### src/i2cm_pkg.sv
// Shared types and constants for the I2C master bit engine.
`timescale 1ns / 1ps

package i2cm_pkg;

    // Default widths of the byte counter and the phase timer.
    localparam int COUNT_WIDTH_DEF = 8;
    localparam int TIMER_WIDTH_DEF = 8;

    // Configuration register indexes.
    localparam logic [1:0] REG_START_HOLD  = 2'd0;
    localparam logic [1:0] REG_HALF_BIT    = 2'd1;
    localparam logic [1:0] REG_ACK_TIMEOUT = 2'd2;

    // Configuration reset values.
    localparam logic [7:0] START_HOLD_RST  = 8'd4;
    localparam logic [7:0] HALF_BIT_RST    = 8'd2;
    localparam logic [7:0] ACK_TIMEOUT_RST = 8'd250;

    // Command codes carried by each tick.
    localparam logic [1:0] FUNC_TICK  = 2'd0;
    localparam logic [1:0] FUNC_WRITE = 2'd1;
    localparam logic [1:0] FUNC_READ  = 2'd2;

    // Everything the engine reports for one tick.
    typedef struct packed {
        logic       scl_out;
        logic       sda_out;
        logic       sda_enable;
        logic [7:0] rx_byte;
        logic       rx_valid;
        logic       rx_last;
        logic       busy_res;
        logic       xfer_done;
        logic       ack_error;
    } i2cm_result_t;

endpackage

### src/i2cm_core.sv
// Bus sequencer of the I2C master: configuration, transaction state and per-tick outputs.
`timescale 1ns / 1ps

module i2cm_core import i2cm_pkg::*; #(
    parameter int COUNT_WIDTH = COUNT_WIDTH_DEF,
    parameter int TIMER_WIDTH = TIMER_WIDTH_DEF
) (
    input  logic         aclk,
    input  logic         aresetn,
    input  logic         cfg_wr_en,
    input  logic [1:0]   cfg_index,
    input  logic [7:0]   cfg_wdata,
    input  logic         step_en,
    input  logic [1:0]   func,
    input  logic [6:0]   dev_addr,
    input  logic [7:0]   reg_byte,
    input  logic [7:0]   read_count,
    input  logic         sda_in,
    output i2cm_result_t result
);

    typedef enum logic [3:0] {
        PH_IDLE, PH_S1, PH_S2, PH_TXL, PH_TXH, PH_AL, PH_AH,
        PH_RXL, PH_RXH, PH_ML, PH_MH, PH_P1, PH_P2
    } phase_t;

    // Compare width for durations against the timer range.
    localparam int DW  = ((TIMER_WIDTH > 8) ? TIMER_WIDTH : 8) + 1;
    localparam int CW2 = (COUNT_WIDTH > 8) ? COUNT_WIDTH : 8;
    localparam logic [DW-1:0] TMAX = DW'((64'd1 << TIMER_WIDTH) - 64'd1);
    localparam logic [COUNT_WIDTH-1:0] CMAX = '1;

    // A zero duration acts as one; long durations saturate at the timer range.
    function automatic logic [DW-1:0] clamp_dur(input logic [7:0] d);
        logic [DW-1:0] w;
        w = DW'(d);
        if (w == '0) begin
            return DW'(1);
        end else if (w > TMAX) begin
            return TMAX;
        end
        return w;
    endfunction

    logic [7:0] start_hold_reg, half_bit_reg, ack_timeout_reg;

    phase_t                 phase_reg, phase_next;
    logic [7:0]             shift_reg, shift_next;
    logic [3:0]             bit_index_reg, bit_index_next;
    logic [TIMER_WIDTH-1:0] timer_reg, timer_next;
    logic [COUNT_WIDTH-1:0] bytes_left_reg, bytes_left_next;
    logic [TIMER_WIDTH-1:0] ack_wait_reg, ack_wait_next;
    logic                   read_mode_reg, read_mode_next;
    logic [7:0]             pending_reg, pending_next;
    logic                   error_reg, error_next;

    // Values in effect for this tick, after a command in idle is loaded.
    phase_t                 ph_c;
    logic [7:0]             sh_c;
    logic [3:0]             bi_c;
    logic [TIMER_WIDTH-1:0] tm_c;
    logic [COUNT_WIDTH-1:0] bl_c;
    logic [TIMER_WIDTH-1:0] aw_c;
    logic                   rm_c;
    logic                   err_c;
    logic                   start;
    logic [CW2-1:0]         rc_w;
    logic [7:0]             dur_sel;
    logic [DW-1:0]          timer_inc;
    logic                   tick_hit;
    logic [TIMER_WIDTH-1:0] timer_adv;
    logic [3:0]             bi_inc;
    logic [TIMER_WIDTH-1:0] aw_inc;
    logic [COUNT_WIDTH-1:0] bl_dec;
    logic [7:0]             sh_rx;

    // Load a new transaction and pick the active phase.
    always_comb begin
        start = (phase_reg == PH_IDLE) && ((func == FUNC_WRITE) || (func == FUNC_READ));
        rc_w  = CW2'(read_count);
        ph_c  = phase_reg;
        sh_c  = shift_reg;
        bi_c  = bit_index_reg;
        tm_c  = timer_reg;
        bl_c  = bytes_left_reg;
        aw_c  = ack_wait_reg;
        rm_c  = read_mode_reg;
        pending_next = pending_reg;
        err_c = error_reg;
        if (start) begin
            rm_c = (func == FUNC_READ);
            sh_c = {dev_addr, rm_c};
            pending_next = reg_byte;
            if (rm_c) begin
                bl_c = (rc_w > CW2'(CMAX)) ? CMAX : COUNT_WIDTH'(rc_w);
            end else begin
                bl_c = COUNT_WIDTH'(1);
            end
            bi_c  = '0;
            tm_c  = '0;
            aw_c  = '0;
            err_c = 1'b0;
            ph_c  = PH_S1;
        end
    end

    // Phase timer: one shared counter against the duration of the active phase.
    always_comb begin
        if (ph_c == PH_S1 || ph_c == PH_S2 || ph_c == PH_P1 || ph_c == PH_P2) begin
            dur_sel = start_hold_reg;
        end else begin
            dur_sel = half_bit_reg;
        end
        timer_inc = DW'(tm_c) + DW'(1);
        tick_hit  = (timer_inc >= clamp_dur(dur_sel));
        timer_adv = tick_hit ? '0 : TIMER_WIDTH'(timer_inc);
        bi_inc    = bi_c + 4'd1;
        aw_inc    = aw_c + TIMER_WIDTH'(1);
        bl_dec    = bl_c - COUNT_WIDTH'(1);
        sh_rx     = {sh_c[6:0], sda_in};
    end

    // Phase sequencing and the bus levels for this tick.
    always_comb begin
        phase_next      = ph_c;
        shift_next      = sh_c;
        bit_index_next  = bi_c;
        timer_next      = tm_c;
        bytes_left_next = bl_c;
        ack_wait_next   = aw_c;
        read_mode_next  = rm_c;
        error_next      = err_c;
        result            = '0;
        result.scl_out    = 1'b1;
        result.sda_out    = 1'b1;
        result.sda_enable = 1'b1;
        result.busy_res   = (ph_c != PH_IDLE);

        unique case (ph_c)
            PH_IDLE: begin
            end
            PH_S1: begin
                timer_next = timer_adv;
                if (tick_hit) begin
                    phase_next = PH_S2;
                end
            end
            PH_S2: begin
                result.sda_out = 1'b0;
                timer_next = timer_adv;
                if (tick_hit) begin
                    phase_next = PH_TXL;
                end
            end
            PH_TXL, PH_TXH: begin
                result.scl_out = (ph_c == PH_TXH);
                result.sda_out = sh_c[7];
                timer_next = timer_adv;
                if (tick_hit) begin
                    if (ph_c == PH_TXL) begin
                        phase_next = PH_TXH;
                    end else begin
                        shift_next = {sh_c[6:0], 1'b0};
                        if (bi_inc >= 4'd8) begin
                            bit_index_next = '0;
                            phase_next = PH_AL;
                        end else begin
                            bit_index_next = bi_inc;
                            phase_next = PH_TXL;
                        end
                    end
                end
            end
            PH_AL: begin
                result.scl_out    = 1'b0;
                result.sda_enable = 1'b0;
                timer_next = timer_adv;
                if (tick_hit) begin
                    ack_wait_next = '0;
                    phase_next = PH_AH;
                end
            end
            PH_AH: begin
                result.sda_enable = 1'b0;
                if (!sda_in) begin
                    timer_next = '0;
                    if (!rm_c && bl_c != '0) begin
                        bytes_left_next = '0;
                        shift_next = pending_next;
                        phase_next = PH_TXL;
                    end else if (rm_c && bl_c != '0) begin
                        shift_next = '0;
                        phase_next = PH_RXL;
                    end else begin
                        phase_next = PH_P1;
                    end
                end else begin
                    ack_wait_next = aw_inc;
                    if (DW'(aw_inc) >= clamp_dur(ack_timeout_reg)) begin
                        error_next = 1'b1;
                        timer_next = '0;
                        phase_next = PH_P1;
                    end
                end
            end
            PH_RXL: begin
                result.scl_out    = 1'b0;
                result.sda_enable = 1'b0;
                timer_next = timer_adv;
                if (tick_hit) begin
                    phase_next = PH_RXH;
                end
            end
            PH_RXH: begin
                result.sda_enable = 1'b0;
                timer_next = timer_adv;
                if (tick_hit) begin
                    shift_next = sh_rx;
                    if (bi_inc >= 4'd8) begin
                        bit_index_next  = '0;
                        bytes_left_next = bl_dec;
                        result.rx_valid = 1'b1;
                        result.rx_byte  = sh_rx;
                        result.rx_last  = (bl_dec == '0);
                        phase_next = PH_ML;
                    end else begin
                        bit_index_next = bi_inc;
                        phase_next = PH_RXL;
                    end
                end
            end
            PH_ML, PH_MH: begin
                // The last byte gets a NACK, the others an ACK.
                result.scl_out = (ph_c == PH_MH);
                result.sda_out = (bl_c == '0);
                timer_next = timer_adv;
                if (tick_hit) begin
                    if (ph_c == PH_ML) begin
                        phase_next = PH_MH;
                    end else if (bl_c != '0) begin
                        shift_next = '0;
                        phase_next = PH_RXL;
                    end else begin
                        phase_next = PH_P1;
                    end
                end
            end
            PH_P1: begin
                result.scl_out = 1'b0;
                result.sda_out = 1'b0;
                timer_next = timer_adv;
                if (tick_hit) begin
                    phase_next = PH_P2;
                end
            end
            PH_P2: begin
                result.sda_out = 1'b0;
                timer_next = timer_adv;
                if (tick_hit) begin
                    result.sda_out   = 1'b1;
                    result.xfer_done = 1'b1;
                    result.ack_error = err_c;
                    phase_next = PH_IDLE;
                end
            end
            default: begin
                phase_next = PH_IDLE;
                timer_next = '0;
                result.busy_res = 1'b0;
            end
        endcase

        // A released line reads as high.
        if (!result.sda_enable) begin
            result.sda_out = 1'b1;
        end
    end

    // Configuration registers.
    always_ff @(posedge aclk) begin
        if (!aresetn) begin
            start_hold_reg  <= START_HOLD_RST;
            half_bit_reg    <= HALF_BIT_RST;
            ack_timeout_reg <= ACK_TIMEOUT_RST;
        end else if (cfg_wr_en) begin
            unique case (cfg_index)
                REG_START_HOLD:  start_hold_reg  <= cfg_wdata;
                REG_HALF_BIT:    half_bit_reg    <= cfg_wdata;
                REG_ACK_TIMEOUT: ack_timeout_reg <= cfg_wdata;
                default: begin
                end
            endcase
        end
    end

    // Transaction state advances once per accepted tick.
    always_ff @(posedge aclk) begin
        if (!aresetn) begin
            phase_reg      <= PH_IDLE;
            shift_reg      <= '0;
            bit_index_reg  <= '0;
            timer_reg      <= '0;
            bytes_left_reg <= '0;
            ack_wait_reg   <= '0;
            read_mode_reg  <= 1'b0;
            pending_reg    <= '0;
            error_reg      <= 1'b0;
        end else if (step_en) begin
            phase_reg      <= phase_next;
            shift_reg      <= shift_next;
            bit_index_reg  <= bit_index_next;
            timer_reg      <= timer_next;
            bytes_left_reg <= bytes_left_next;
            ack_wait_reg   <= ack_wait_next;
            read_mode_reg  <= read_mode_next;
            pending_reg    <= pending_next;
            error_reg      <= error_next;
        end
    end

endmodule

### src/i2c_master_bit_engine.sv
// Top level of the tick-driven I2C master bit engine with its output register.
//
// Usage: every input beat on the s_ channel is one bus time tick. It carries a
// command (tick only, start write, start read) with its address, register byte
// and read count, plus the sampled SDA level. Each input beat yields exactly one
// output beat on the m_ channel with the SCL/SDA levels to drive for that tick,
// any received byte, and busy, done and ACK error flags.
// The result of a tick appears on the m_ channel in the cycle after its input
// beat is accepted. Throughput: one tick per cycle while the receiver keeps up;
// the transaction state and the output register both update in the accepting
// cycle, and a single register stage decouples the two channels.
// When the receiver stalls, the held result stays on m_ and s_ready drops until
// the result is taken; no tick is dropped or repeated.
// Reset (aresetn low, synchronous) returns the engine to idle, loads the default
// timing registers and empties the output register. Timing registers are written
// through cfg_wr_en/cfg_index/cfg_wdata, by the user while idle; not enforced.
`timescale 1ns / 1ps

module i2c_master_bit_engine import i2cm_pkg::*; #(
    parameter int COUNT_WIDTH = COUNT_WIDTH_DEF,
    parameter int TIMER_WIDTH = TIMER_WIDTH_DEF
) (
    input  logic       aclk,
    input  logic       aresetn,
    input  logic       cfg_wr_en,
    input  logic [1:0] cfg_index,
    input  logic [7:0] cfg_wdata,
    input  logic       s_valid,
    output logic       s_ready,
    input  logic [1:0] s_func,
    input  logic [6:0] s_dev_addr,
    input  logic [7:0] s_reg_byte,
    input  logic [7:0] s_read_count,
    input  logic       s_sda_in,
    output logic       m_valid,
    input  logic       m_ready,
    output logic       m_scl_out,
    output logic       m_sda_out,
    output logic       m_sda_enable,
    output logic [7:0] m_rx_byte,
    output logic       m_rx_valid,
    output logic       m_rx_last,
    output logic       m_busy_res,
    output logic       m_xfer_done,
    output logic       m_ack_error
);

    logic         accept;
    logic         m_valid_reg;
    i2cm_result_t result;
    i2cm_result_t out_reg;

    // A new beat is taken whenever the output register is free or being drained.
    assign s_ready = !m_valid_reg || m_ready;
    assign accept  = s_valid && s_ready;

    i2cm_core #(
        .COUNT_WIDTH (COUNT_WIDTH),
        .TIMER_WIDTH (TIMER_WIDTH)
    ) u_core (
        .aclk       (aclk),
        .aresetn    (aresetn),
        .cfg_wr_en  (cfg_wr_en),
        .cfg_index  (cfg_index),
        .cfg_wdata  (cfg_wdata),
        .step_en    (accept),
        .func       (s_func),
        .dev_addr   (s_dev_addr),
        .reg_byte   (s_reg_byte),
        .read_count (s_read_count),
        .sda_in     (s_sda_in),
        .result     (result)
    );

    // Output register valid flag.
    always_ff @(posedge aclk) begin
        if (!aresetn) begin
            m_valid_reg <= 1'b0;
        end else if (accept) begin
            m_valid_reg <= 1'b1;
        end else if (m_ready) begin
            m_valid_reg <= 1'b0;
        end
    end

    // Output register payload.
    always_ff @(posedge aclk) begin
        if (accept) begin
            out_reg <= result;
        end
    end

    assign m_valid      = m_valid_reg;
    assign m_scl_out    = out_reg.scl_out;
    assign m_sda_out    = out_reg.sda_out;
    assign m_sda_enable = out_reg.sda_enable;
    assign m_rx_byte    = out_reg.rx_byte;
    assign m_rx_valid   = out_reg.rx_valid;
    assign m_rx_last    = out_reg.rx_last;
    assign m_busy_res   = out_reg.busy_res;
    assign m_xfer_done  = out_reg.xfer_done;
    assign m_ack_error  = out_reg.ack_error;

endmodule
### config.mk
export PLATFORM = sky130hd
export DESIGN_NAME = i2c_master_bit_engine
export DESIGN_NICKNAME = d
export VERILOG_FILES = /design/src/i2cm_pkg.sv /design/src/i2cm_core.sv /design/src/i2c_master_bit_engine.sv
export SDC_FILE = /design/constraint.sdc
export NUM_CORES = 1
export LEC_CHECK = 0
export ABC_AREA = 1
export ABC_CLOCK_PERIOD_IN_PS = 8400
export BUFFER_PORTS_ARGS = -buffer_cell sky130_fd_sc_hd__buf_4
export CAP_MARGIN = 10
export CORE_ASPECT_RATIO = 0.7
export CORE_MARGIN = 2
export CORE_UTILIZATION = 41
export DETAILED_ROUTE_END_ITERATION = 8
export PLACE_DENSITY = 0.61
export SLEW_MARGIN = 0
export SYNTH_ARGS = -nofsm -noshare
export SYNTH_HDL_FRONTEND = slang
export SYNTH_HIERARCHICAL = 1
export SYNTH_SLANG_ARGS = --single-unit
### constraint.sdc
create_clock -name aclk -period 8.4 [get_ports aclk]
set_input_delay 0.84 -clock aclk [delete_from_list [all_inputs] [get_ports aclk]]
set_output_delay 0.84 -clock aclk [all_outputs]
set_load 0.02 [all_outputs]
# After elaboration in Yosys (flattened, before gate mapping)
# Index checks and enable logic that the tools add are counted.
# word_totals
ff_bits,91
input_bits,41
output_inout_bits,18
elab_cells,159
# op_classes
addsub,4
magnitude_cmp,4
eq_ne,16
n_mux,79
reduce_logical,34
# op_table
operator,count
8-bit two-way mux,26
4-bit two-way mux,23
9-bit two-way mux,6
4-bit case mux with 11 select lines,1
8-bit logical NOT,4
8-bit case mux with 2 select lines,2
8-bit case mux with 4 select lines,1
8-bit case mux with 3 select lines,1
"4-bit == test, second input constant",5
"4-bit by 3-bit == test with 1-bit output, second input constant",4
1-bit two-way mux,13
13-bit OR reduction,1
11-bit OR reduction,1
2-bit AND reduction,5
"8-bit by 1-bit adder with 9-bit output, second input constant",1
8-bit by 9-bit >= comparator with 1-bit output,1
9-bit >= comparator,1
"8-bit by 1-bit adder with 8-bit output, second input constant",1
"4-bit by 2-bit == test with 1-bit output, second input constant",2
"8-bit > comparator, second input constant",1
4-bit logical NOT,2
4-bit case mux with 2 select lines,1
8-bit nonzero test,1
"8-bit by 1-bit subtractor with 8-bit output, second input constant",1
other kinds (19),32

# Depth between registers and ports, before layout
# logic_depth
ltp_word,15
depth_mapped,28
mapped_depth_nobuf,26

# By module
# The synthesis kept the hierarchy.
# by_module_without_submodules
mod,instances,cells_each,area_per_inst_um2,seq_area_each_um2
i2cm_core,1,850,5425.2,1481.4
i2c_master_bit_engine,1,23,531.8,500.5

# Worst setup path after synthesis
# Ideal clock, no wire load.
# synth_timing
path_kind,input port to flip-flop
from,input s_func[0]
to,register u_core.phase_reg[3]
setup_ns,0.071
t_arrival_ns,3.905
t_required_ns,8.329
setup_slack_ns,4.424
stages,28
path_buffers,3
path_cell_list,inv_1 ha_1 inv_1 nand3_4 buf_8 buf_12 nand2_1 inv_1 ha_1 inv_1 nor2_1 nand3_1 xor2_1 ha_1 nand2_1 nand2_1 a21oi_1 nand2_1 a21oi_1 nand2_2 buf_4 nand3_1 nand2_1 nand2_1 nand2_1 nand2_1 nand2_1 a21oi_1
# synth_between
elab_chain_cells,15
word_cells_on_any_way,60
cone_classes,add/sub: 3; order compare: 3; eq/ne: 14; mux: 27; reduce/logical: 13
# synth_lines
item,line,text
"start, declared",i2c_master_bit_engine.sv:30,"input logic [1:0] s_func,"
2-bit by 1-bit == test with 1-bit output or 2-bit == test (tied branches),"i2cm_core.sv:79, i2cm_core.sv:91",
1-bit logical OR,i2cm_core.sv:79,start = (phase_reg == PH_IDLE) && ((func == FUNC_WRITE) || (func == FUNC_READ));
1-bit logical AND,i2cm_core.sv:79,
4-bit two-way mux,i2cm_core.sv:90,if (start) begin
4-bit by 1-bit == test with 1-bit output or 4-bit by 2-bit == test with 1-bit output (tied branches),"i2cm_core.sv:109, i2cm_core.sv:139",
1-bit logical OR (3 in a row),i2cm_core.sv:109,if (ph_c == PH_S1 || ph_c == PH_S2 || ph_c == PH_P1 || ph_c == PH_P2) begin
8-bit two-way mux,i2cm_core.sv:109,
8-bit logical NOT,i2cm_core.sv:37,if (w == '0) begin
1-bit two-way mux,i2cm_core.sv:37,
9-bit two-way mux,i2cm_core.sv:42,return w;
9-bit >= comparator,i2cm_core.sv:115,tick_hit = (timer_inc >= clamp_dur(dur_sel));
4-bit two-way mux (tied with other cells),i2cm_core.sv:259,if (tick_hit) begin
4-bit case mux with 11 select lines (*),i2cm_core.sv:139,unique case (ph_c)
"end signal, assigned",i2cm_core.sv:309,phase_reg <= phase_next;
"end, declared",i2cm_core.sv:47,"phase_t phase_reg, phase_next;"
# Every way passes the cells marked *; elsewhere a longest branch is shown, timed or not.
# A chain may end at the register's enable or synchronous reset.

# Final worst setup path
# layout_timing
from,input s_func[1]
to,register u_core.shift_reg[6]
# layout_between
elab_chain_cells,15
word_cells_on_any_way,46
cone_classes,add/sub: 1; order compare: 1; eq/ne: 12; mux: 20; reduce/logical: 12
# layout_lines
item,line,text
2-bit by 1-bit == test with 1-bit output or 2-bit == test (tied branches),"i2cm_core.sv:79, i2cm_core.sv:91",
1-bit logical OR,i2cm_core.sv:79,
1-bit logical AND,i2cm_core.sv:79,
4-bit two-way mux,i2cm_core.sv:90,
4-bit by 1-bit == test with 1-bit output or 4-bit by 2-bit == test with 1-bit output (tied branches),i2cm_core.sv:109,
1-bit logical OR (3 in a row),i2cm_core.sv:109,
8-bit two-way mux,i2cm_core.sv:109,
8-bit logical NOT,i2cm_core.sv:37,
1-bit two-way mux,i2cm_core.sv:37,
9-bit two-way mux,i2cm_core.sv:42,
9-bit >= comparator,i2cm_core.sv:115,
"8-bit two-way mux, on equally long branches","i2cm_core.sv:237, i2cm_core.sv:159, i2cm_core.sv:217",
8-bit case mux with 4 select lines (*),i2cm_core.sv:139,
"end signal, assigned",i2cm_core.sv:310,shift_reg <= shift_next;
"end, declared",i2cm_core.sv:48,"logic [7:0] shift_reg, shift_next;"
# Marks and branches as above.

==> results.md <==
- Post-synthesis cell count: around 870
- Number of global-route vias before repair: around 5000
- Cells traversed along the worst timing path: buf_4, ha_1, inv_1, nand3_4, nand2_4, a21oi_1, mux2i_1, nand3_1, o21ai_0, ha_1, nand3_1, nand2_1, a21oi_1, nand2_2, nand2_2, inv_2, nand2_1, o21ai_0, nor2_1, nand3_1, nand2_1, inv_1
- Synthesis-to-layout area growth: 13.8%
- CTS tree: done
- Sequential share of the synthesized area: 33.3%
- WS Path Type: in -> reg
- Post-CTS Repair Setup Buffers: 0
- Wire length of the first global-routing pass: 25800 µm
- Share of post-route cells with drive strength above 1: between 10% and 20%
- Final setup violation count: 0
- Count leader, synth: nand2_1
- Port-buffer cells: slightly below 60
- Count of inserted antenna diode cells: 0
- Most used DFF post-synth: dfxtp_1
- Register-to-register setup slack: slightly below 4 ns
- Remaining antenna violation count after routing: 0
- Power density over the cells: ~220 nW/µm²
- Worst min-delay path class: reg -> reg
- Maximum level of the CTS H-tree: 3
- Area fraction in and, or, nand and nor cells after synthesis: 30.7%
- Min Clock Period, post-route: ~4.8 ns
- Count of maximum capacitance violations: 0
- Syn avg cell area: about 6.8 µm²
- Last weighted congestion value of the routability-driven placer: 0.980
- Reg2Reg Depth: 20
- Normalized max-slew margin: 23.0%
- Total area of multi-input combinational cells: approximately 3400 µm²
- Hold buffer count at cts: 0
- Gr usage total: about 20%
- Height of the chip: 105 µm
- Maximum vdd ir drop: roughly 0.00012 V
- Top post-synthesis cells by area: dfxtp_1, nand2_1, edfxtp_1, inv_1, o21ai_0
- Library cells used by synthesis: ~50
- Starting Density: a little over two fifths
- Final net count: approximately 980
- Final clock period utilization by the worst path: a little under three fifths
- Unrepaired setup endpoints after global routing: false
- Number of enable flip-flop cells after synthesis: 16
- Critical-path maximum fanout: 16
- Synthesized netlist net count: between 900 and 1000
- Root Buffer Master: clkbuf_16
- Parity-gate share of the synthesized area counting xor and xnor cells: under 10%
- Share of synthesized cell area in full adder, half adder and majority cells: under 10%
- Mean number of vias per cell: 5.17
- Worst-skew pair later-pin latency: ~0.34 ns
- Worst hold-check slack: between 0.4 and 0.5 ns
- Flops & latches, synth: 91
- Startpoint types: input pin
- Worst-case clock buffer depth: 2
- Layout Cell Area excl Fill: between 6000 and 7000 µm²
- Yosys synthesis warning count: 6
- Post-placement cell area: 6490 µm²
- Overflow left after global routing: 0
- Number of CTS-inserted buffers: 9
- Number of gates given a new drive strength after cts: 0
- Arrival time of data at the critical path endpoint: around 5 ns
- Final setup skew: about 0.0083 ns
- Setup TNS after final layout: 0 ns
- Delay of the slowest cell on the worst path: ~0.93 ns
- I/O pin count: 59
- Pin count of the biggest net entering global routing: 72
- Async set-or-reset flop fraction in the synthesized netlist: 0%
- Final-layout fill cell count: 1459
- Run status: completed
- Clock input transition at the sequential cells of the worst setup and hold paths: about 0.060 ns
- Post-route DRC violation count: 0
- Placed wire-length estimate after detailed placement: approximately 11000 µm
- Area enclosed by the die boundary: about 16000 µm²
- DRC marker count from the first detailed-route iteration: between 400 and 500
- Multiplexer area fraction after synthesis: 1.68%
- Highest clock frequency the design can meet: about 0.21 GHz
- Router iterations before antenna repair: 5
- Number of antenna violations at the first check in global routing: 0
- # clock sinks: a little over 90
- Cell taking the most area after synthesis: dfxtp_1
- Top post-synthesis cells by count: nand2_1, inv_1, nor2_1
- Type of destination of the critical path: flip-flop
- Number of cells on the worst hold path: 2
- Register cell area after layout: 1980 µm²
- Leakage component of the power: roughly 3.2 nW
- Actual slew at the worst max-slew pin: roughly 1.2 ns
- Core area: approximately 14000 µm²
- Max-slew violations: 0
- Compound-cell area share of the yosys netlist: 17.3%
- Worst-path cell with the longest stage delay: a21oi_1
- Mapped Area: around 6000 µm²
- Die boundary width: 148 µm
- Post-synth top area share: 25.2%
- Required @ worst endpoint: between 8 and 9 ns
- Via total after detailed routing: 5740
- Standard-cell rows: 36
- Final hold violation count: 0
- Overall power: 1.52 mW
- Largest family of logic cells by synthesized area: simple AND/OR/NAND/NOR gates
- Average wire length per cell after detail routing: around 14 µm
- Sum of routed wire length over all layers: 15600 µm
## metal layers
layer	vias to the layer above	GRT usage, %	share of wire [%]
met3	9	4.28	7.7
met1	2575	33.2	53
li1	2952	-	-
met4	0	3.74	0.68
met2	204	27.6	38
met5	-	0	0
## critical path: cells and delay by family
family | cells | cell delay [ns]
buf+inv | 4 | 0.29
simple gates | 11 | 1.50
fa+ha+maj | 2 | 0.52
compound gates | 4 | 1.48
mux | 1 | 0.38
## path summary, 6_finish.rpt
path	startpoint	end
max	s_func[1]	u_core/shift_reg[6]
min	u_core/bit_index_reg[3]	u_core/bit_index_reg[3]
max reg2reg	u_core/phase_reg[2]	u_core/shift_reg[6]
min reg2reg	u_core/bit_index_reg[3]	u_core/bit_index_reg[3]
## cells in the final DEF, fill, tap and decap left out, types with 3 or more instances in the layout
cell type	count
inv_1	109
buf_4	62
nand3_2	5
nand2_1	198
a21oi_2	3
edfxtp_1	16
ha_1	22
nor2_4	4
inv_2	8
or2_2	5
nor2_2	6
xor2_1	10
clkbuf_16	9
o21ai_1	12
a21oi_1	59
o211ai_1	9
nor2_1	88
nand3_1	48
dfxtp_1	75
clkbuf_1	3
a31oi_1	12
nand2_2	15
o21ai_0	71
nor3_1	7
o22ai_1	5
nand4_1	15
mux2i_1	10
o21bai_1	3
## final cells by class
| class | count | share of cell area, % |
|---|---|---|
| Clock buffer | 13 | 3.69 |
| Clock inverter | 3 | 0.591 |
| Inverter | 119 | 6.63 |
| Multi-Input combinational cell | 632 | 49.5 |
| Sequential cell | 91 | 29.2 |
| Tap cell | 190 | 3.51 |
| Timing Repair Buffer | 62 | 6.87 |
## through the flow
step                cells  setup slack, ns  utilization, %
finish               1110             3.63            48.2
global route         1110             3.18            48.2
CTS                  1110             3.61            48.2
detailed placement   1094             3.26            46.2
global placement     1094             3.37            46.2
floorplan             873             4.42               -
## where the power goes
group          internal, mW  switching [mW]  total [mW]
clock                 0.238           0.166       0.404
combinational         0.196           0.415       0.611
sequential            0.480          0.0215       0.501
## cell families (layout without fill, tap and decap cells)
group | count (synthesis) | after routing
and+or+nand+nor | 404 | 404
AOI/OAI and AO/OA | 184 | 184
buffers and inverters | 150 | 197
DFF | 91 | 91
adders and majority gates | 22 | 22
xor gates and xnor gates | 12 | 12
muxes | 10 | 10
Power figures use the tool's default switching activity.
